[src/hdl/fcam_pkg.sv]
`default_nettype none
package fcam_pkg;

  localparam int CURSOR_BITS_DEF   = 12;
  localparam int POSITION_BITS_DEF = 32;

  localparam int CFG_IDX_BITS = 1;
  localparam logic [CFG_IDX_BITS-1:0] CFG_LOOK_SENS  = 1'd0;
  localparam logic [CFG_IDX_BITS-1:0] CFG_MOVE_SPEED = 1'd1;

  localparam logic [15:0] LOOK_SENS_RST  = 16'd26;
  localparam logic [15:0] MOVE_SPEED_RST = 16'd640;

  localparam int CURSOR_X_RST = 400;
  localparam int CURSOR_Y_RST = 300;

  // Angles are Q9.16 degrees; the wrapped sum needs a few extra bits.
  localparam int ANG_W = 34;
  localparam logic signed [ANG_W-1:0] DEG_HALF    = 34'sd11796480;
  localparam logic signed [ANG_W-1:0] DEG_FULL    = 34'sd23592960;
  localparam logic signed [ANG_W-1:0] DEG_QUARTER = 34'sd5898240;
  localparam logic signed [ANG_W-1:0] PITCH_LIM   = 34'sd5832704;
  localparam logic signed [ANG_W-1:0] YAW_RST     = -34'sd5898240;

  // A full turn is 45 * 2^19 in Q16 degrees. The raw yaw delta is scaled by
  // 2^8, so only its count of 2^11 units needs reducing modulo 45. The
  // offset is a multiple of 45 that keeps that count positive, and the
  // reciprocal is exact for counts below 2^23.
  localparam int          WRAP_OFS   = 2097180;
  localparam logic [23:0] WRAP_RECIP = 24'd11930465;
  localparam logic [22:0] TURN_DIV   = 23'd45;

  // CORDIC datapath in Q2.30.
  localparam int CW = 33;
  localparam int CORDIC_STEPS = 18;
  localparam logic signed [CW-1:0] CORDIC_GAIN = 33'sd652032875;

  localparam logic OP_MOUSE = 1'b0;
  localparam logic OP_TICK  = 1'b1;

  // Queue entry between front and back. The angle deltas are cursor delta
  // times sensitivity, before the scaling by 2^8.
  typedef struct packed {
    logic        is_tick;
    logic        first_move;
    logic [31:0] step;
    logic [3:0]  keys;
    logic signed [ANG_W-1:0] yaw_delta;
    logic signed [ANG_W-1:0] pitch_delta;
  } fcam_cmd_t;

  typedef enum logic [3:0] {
    ST_IDLE, ST_WRAP, ST_ANGLE, ST_COS_YAW, ST_COS_PITCH, ST_DIR_X, ST_DIR_Z,
    ST_MOVE_F, ST_MOVE_B, ST_MOVE_L, ST_MOVE_R, ST_OUT
  } fcam_state_t;

  function automatic logic signed [CW-1:0] atan_q16(input logic [4:0] i);
    case (i)
      5'd0:  atan_q16 = 33'sd2949120;
      5'd1:  atan_q16 = 33'sd1740967;
      5'd2:  atan_q16 = 33'sd919879;
      5'd3:  atan_q16 = 33'sd466945;
      5'd4:  atan_q16 = 33'sd234379;
      5'd5:  atan_q16 = 33'sd117304;
      5'd6:  atan_q16 = 33'sd58666;
      5'd7:  atan_q16 = 33'sd29335;
      5'd8:  atan_q16 = 33'sd14668;
      5'd9:  atan_q16 = 33'sd7334;
      5'd10: atan_q16 = 33'sd3667;
      5'd11: atan_q16 = 33'sd1833;
      5'd12: atan_q16 = 33'sd917;
      5'd13: atan_q16 = 33'sd458;
      5'd14: atan_q16 = 33'sd229;
      5'd15: atan_q16 = 33'sd115;
      5'd16: atan_q16 = 33'sd57;
      5'd17: atan_q16 = 33'sd29;
      default: atan_q16 = '0;
    endcase
  endfunction

  // Round half up from Q30 to Q15 and saturate.
  function automatic logic signed [15:0] q30_to_q15(input logic signed [CW-1:0] v);
    logic signed [CW:0] t;
    logic signed [CW-15:0] s;
    t = {v[CW-1], v} + (CW+1)'(16384);
    s = t[CW:15];
    if (s > 32767) q30_to_q15 = 16'sh7fff;
    else if (s < -32768) q30_to_q15 = 16'sh8000;
    else q30_to_q15 = s[15:0];
  endfunction

endpackage
`default_nettype wire

[src/hdl/fcam_front.sv]
`default_nettype none
module fcam_front
  import fcam_pkg::*;
#(
  parameter int CURSOR_BITS = CURSOR_BITS_DEF
) (
  input  wire logic                   clk,
  input  wire logic                   rst_n,
  input  wire logic                   in_valid,
  output logic                        in_ready,
  input  wire logic                   opcode,
  input  wire logic [CURSOR_BITS-1:0] cursor_x,
  input  wire logic [CURSOR_BITS-1:0] cursor_y,
  input  wire logic [15:0]            time_step,
  input  wire logic [3:0]             keys_held,
  input  wire logic [15:0]            look_sens,
  input  wire logic [15:0]            move_speed,
  output logic                        cmd_valid,
  input  wire logic                   cmd_ready,
  output fcam_cmd_t                   cmd
);

  logic [CURSOR_BITS-1:0] prev_x_r, prev_y_r;
  logic                   first_r;
  logic                   cmd_valid_r;
  fcam_cmd_t              cmd_r, cmd_nxt;
  logic [CURSOR_BITS-1:0] px, py;
  logic signed [CURSOR_BITS:0] dx, dy;
  logic signed [CURSOR_BITS+17:0] sx, sy;

  // One-entry queue: a new beat may enter as the held one leaves.
  assign in_ready  = !cmd_valid_r || cmd_ready;
  assign cmd_valid = cmd_valid_r;
  assign cmd       = cmd_r;

  // Classify the beat and form the scaled angle deltas.
  always_comb begin
    px = first_r ? cursor_x : prev_x_r;
    py = first_r ? cursor_y : prev_y_r;
    dx = $signed({1'b0, cursor_x}) - $signed({1'b0, px});
    dy = $signed({1'b0, py}) - $signed({1'b0, cursor_y});
    sx = dx * $signed({1'b0, look_sens});
    sy = dy * $signed({1'b0, look_sens});
    cmd_nxt.is_tick     = (opcode == OP_TICK);
    cmd_nxt.first_move  = first_r;
    cmd_nxt.step        = move_speed * time_step;
    cmd_nxt.keys        = keys_held;
    cmd_nxt.yaw_delta   = ANG_W'(sx);
    cmd_nxt.pitch_delta = ANG_W'(sy);
  end

  always_ff @(posedge clk) begin
    if (!rst_n) begin
      cmd_valid_r <= 1'b0;
      first_r     <= 1'b1;
      prev_x_r    <= CURSOR_BITS'(CURSOR_X_RST);
      prev_y_r    <= CURSOR_BITS'(CURSOR_Y_RST);
    end else begin
      if (in_ready) cmd_valid_r <= in_valid;
      if (in_valid && in_ready && opcode == OP_MOUSE) begin
        first_r  <= 1'b0;
        prev_x_r <= cursor_x;
        prev_y_r <= cursor_y;
      end
    end
  end

  always_ff @(posedge clk) begin
    if (in_valid && in_ready) cmd_r <= cmd_nxt;
  end

endmodule
`default_nettype wire

[config.mk]
export PLATFORM = sky130hd
export DESIGN_NAME = fcam_front
export DESIGN_NICKNAME = d
export VERILOG_FILES = /design/src/hdl/fcam_pkg.sv /design/src/hdl/fcam_front.sv
export SDC_FILE = /design/constraint.sdc
export NUM_CORES = 2
export LEC_CHECK = 0
export BUFFER_PORTS_ARGS = -buffer_cell sky130_fd_sc_hd__buf_2
export CORE_AREA = 2 2 217 219
export DETAILED_ROUTE_END_ITERATION = 10
export DIE_AREA = 0 0 219 221
export PLACE_DENSITY = 0.79
export REMOVE_ABC_BUFFERS = 1
export SYNTH_ARGS = -nofsm -noshare
export SYNTH_HDL_FRONTEND = slang
export SYNTH_SLANG_ARGS = --single-unit
[constraint.sdc]
create_clock -name clk -period 12.91 [get_ports clk]
set_input_delay 3.873 -clock clk [delete_from_list [all_inputs] [get_ports clk]]
set_output_delay 3.873 -clock clk [all_outputs]
set_load 0.01 [all_outputs]
==> key figures <==
Outcome
  – Outcome: complete, no violations

GRT
  – M3 GR Usage: 5.79%
  – Global-route wire length before repair: 108 mm
  – Number of global-route vias before repair: 22100
  – Met1 global-route usage: 36.1%
  – Global route overflow: 0
  – Initial antenna violation count: 5
  – Gr usage total: 28.3%
  – Largest net degree at the start of global routing: 55
  – Met2 usage: 46.8%
  – Global route hottest layer: met2

Synth
  – EDFF count, synth: 98
  – Synthesis-stage register bit count: 124
  – Most frequent cells after synthesis: inv_1, fa_1, nand2_1
  – FFs w/ async S/R, synth: 0%
  – Synth warn: 0
  – Mean post-synth cell area: 9.43 µm²
  – Top cell type by total area after synthesis: fa_1
  – Ys flop type: edfxtp_1
  – Synth area leaders: fa_1, ha_1, edfxtp_1, inv_1, nand2_1
  – Syn Inst Count: 2901
  – Unique masters post-synth: 66
  – Yosys top cell area share: 36.9%
  – Sequential area share after synthesis: 12.7%
  – Mapped Area: 0.0274 mm²
  – Cell with the most instances after synthesis: inv_1

Clocking
  – CTS clock-pin slew for the worst setup and hold paths: 0.06 ns
  – Clock Latency Late Sink: 0.49 ns
  – Post-CTS resize count: 0
  – CTS tree: yes
  – CTS Buf Count: 17
  – CTS root buf: clkbuf_16
  – H-tree Lvls: 4
  – Setup Buffers After CTS: 0
  – Clock Path Buffers: 2
  – # clock sinks: 124
  – Hold buffer count at CTS: 0

Routing
  – Initial DRC count: 1320
  – First drt pass iteration count: 7
  – Routed len/inst: 17.7 µm
  – Final ANT Viol Nets: 0
  – Final wirelength: 64.6 mm
  – Vias per cell: 5.67
  – # DRC: 0
  – Via count: 20700

Placement
  – Port Buffers: 188
  – GPL Wtd Cong: 0.934
  – Post-DP HPWL: 50.2 mm

Timing
  – Total Neg Setup Slack: 0 ns
  – Fin crit share: 88.5%
  – Worst-Margin Slew: 1.19 ns
  – Highest clock rate: 0.0876 GHz
  – Post-route clock skew: 0.0105 ns
  – Hold Fails Final Rpt: 0
  – Pins Over Slew Limit: 0
  – Post-route minimum period: 11.42 ns
  – Final setup fails: 0
  – Slew HR: 21.0%
  – Unrepaired setup endpoints after global routing: no

Setup path
  – Worst path arrival time: 11.66 ns
  – Critical path launch point: cursor_x[0]
  – Critical Path Slowest Stage Cell: fa_1
  – Crit-path most repeated cell: fa_1
  – Crit end category: flip-flop
  – Startpoint Class: input port
  – Worst stage delay on the critical path: 0.54 ns
  – Max FO, Critical Path: 6
  – Reg2reg start: first_r
  – Worst Path Required: 13.15 ns
  – Setup Crit Path Kind: in2reg

Floorplanning
  – Core region area: 0.0461 mm²
  – Width of the die: 219 µm
  – Die area: 0.0484 mm²
  – Io pins: 189
  – Std cell rows: 79
  – Die Y: 221 µm
  – Initial Util: 59.4%

Worst hold path
  – Hold path startpoint: prev_x_r[3]
  – Hold WC Path Type: reg2reg

Layout
  – Share of cells above drive strength 1: 8.51%
  – Layout Nets: 3940
  – Area grow syn2layout: 7.56%

Flow run
  – Number of max-cap violations: 0
[layout make-up]
cell class              instances  area, µm²
clock buffers                  18        429
fillers                      3774      16600
multi-input cells            2118      21400
clock inverters                14        200
flip-flops and latches        124       3460
well taps                     607        759
diodes                          2       5.00
repair buffers                211       1110
inverters                     548       2060
[cell families (layout without fill, tap and decap cells)]
group	count (synthesis)	count (layout)	synth area share (%)
xor gates and xnor gates	85	85	2.72
other	0	2	0
AOI/OAI and AO/OA	269	269	6.67
muxes	25	25	0.965
and+or+nand+nor	900	900	15.6
DFF	124	124	12.7
adders and majority gates	839	839	52.2
buffers and inverters	659	791	9.16
[path summary, 6_finish.rpt]
check | end | cells after the start | slack (ns)
hold reg to reg | prev_x_r[3] | 2 | 0.47
setup reg to reg | cmd[61] | 30 | 3.87
setup / recovery | cmd[61] | 30 | 1.49
hold / removal | prev_x_r[3] | 2 | 0.47
[metrics by stage]
stage | instance area [µm²] | hold WS, ns | utilization [%] | cells | worst slack, ns
global route | 29400 | 0.486 | 63.9 | 3641 | 1.15
detailed placement | 28800 | 0.458 | 62.5 | 3608 | 1.18
finish | 29400 | 0.468 | 63.9 | 3642 | 1.49
floorplan | 26900 | 0.438 | - | 2790 | 1.71
global placement | 28800 | 0.448 | 62.5 | 3608 | 1.36
CTS | 29400 | 0.468 | 63.9 | 3640 | 1.70
[state kept, by name (all words and copies together) (netlist names)]
| name | flops |
|---|---|
| cmd | 98 |
| prev_x_r | 12 |
| prev_y_r | 12 |
| cmd_valid | 1 |
| first_r | 1 |
[metal layers]
layer,part of all wire [%],up-vias
li1,-,9250
met1,39,10400
met2,49,878
met3,7.9,165
met4,3.8,6
met5,0.054,-
[cell usage in the layout, fill, tap and decap left out, drive strengths merged, types with 23 or more instances in the layout]
| master | count |
|---|---|
| nor2 | 66 |
| nor2b | 57 |
| a21oi | 59 |
| a21boi | 24 |
| o21ai | 37 |
| xor2 | 30 |
| a21o | 43 |
| edfxtp | 98 |
| ha | 335 |
| nand2 | 461 |
| fa | 504 |
| xnor2 | 55 |
| buf | 211 |
| nand2b | 48 |
| nor3 | 23 |
| inv | 548 |
| dfxtp | 26 |
| and2 | 193 |
[critical path, delay by kind of cell]
kind / cells / cell delay (ns)
muxes: 1 / 0.26
adders and majority gates: 9 / 4.02
and+or+nand+nor: 4 / 0.55
buffers and inverters: 4 / 0.26
xor gates and xnor gates: 2 / 0.64
AOI/OAI and AO/OA: 10 / 2.04
Power is left out: the tool's default activity adds up to more than one toggle a clock period on the data nets, which glitch-free logic cannot reach.
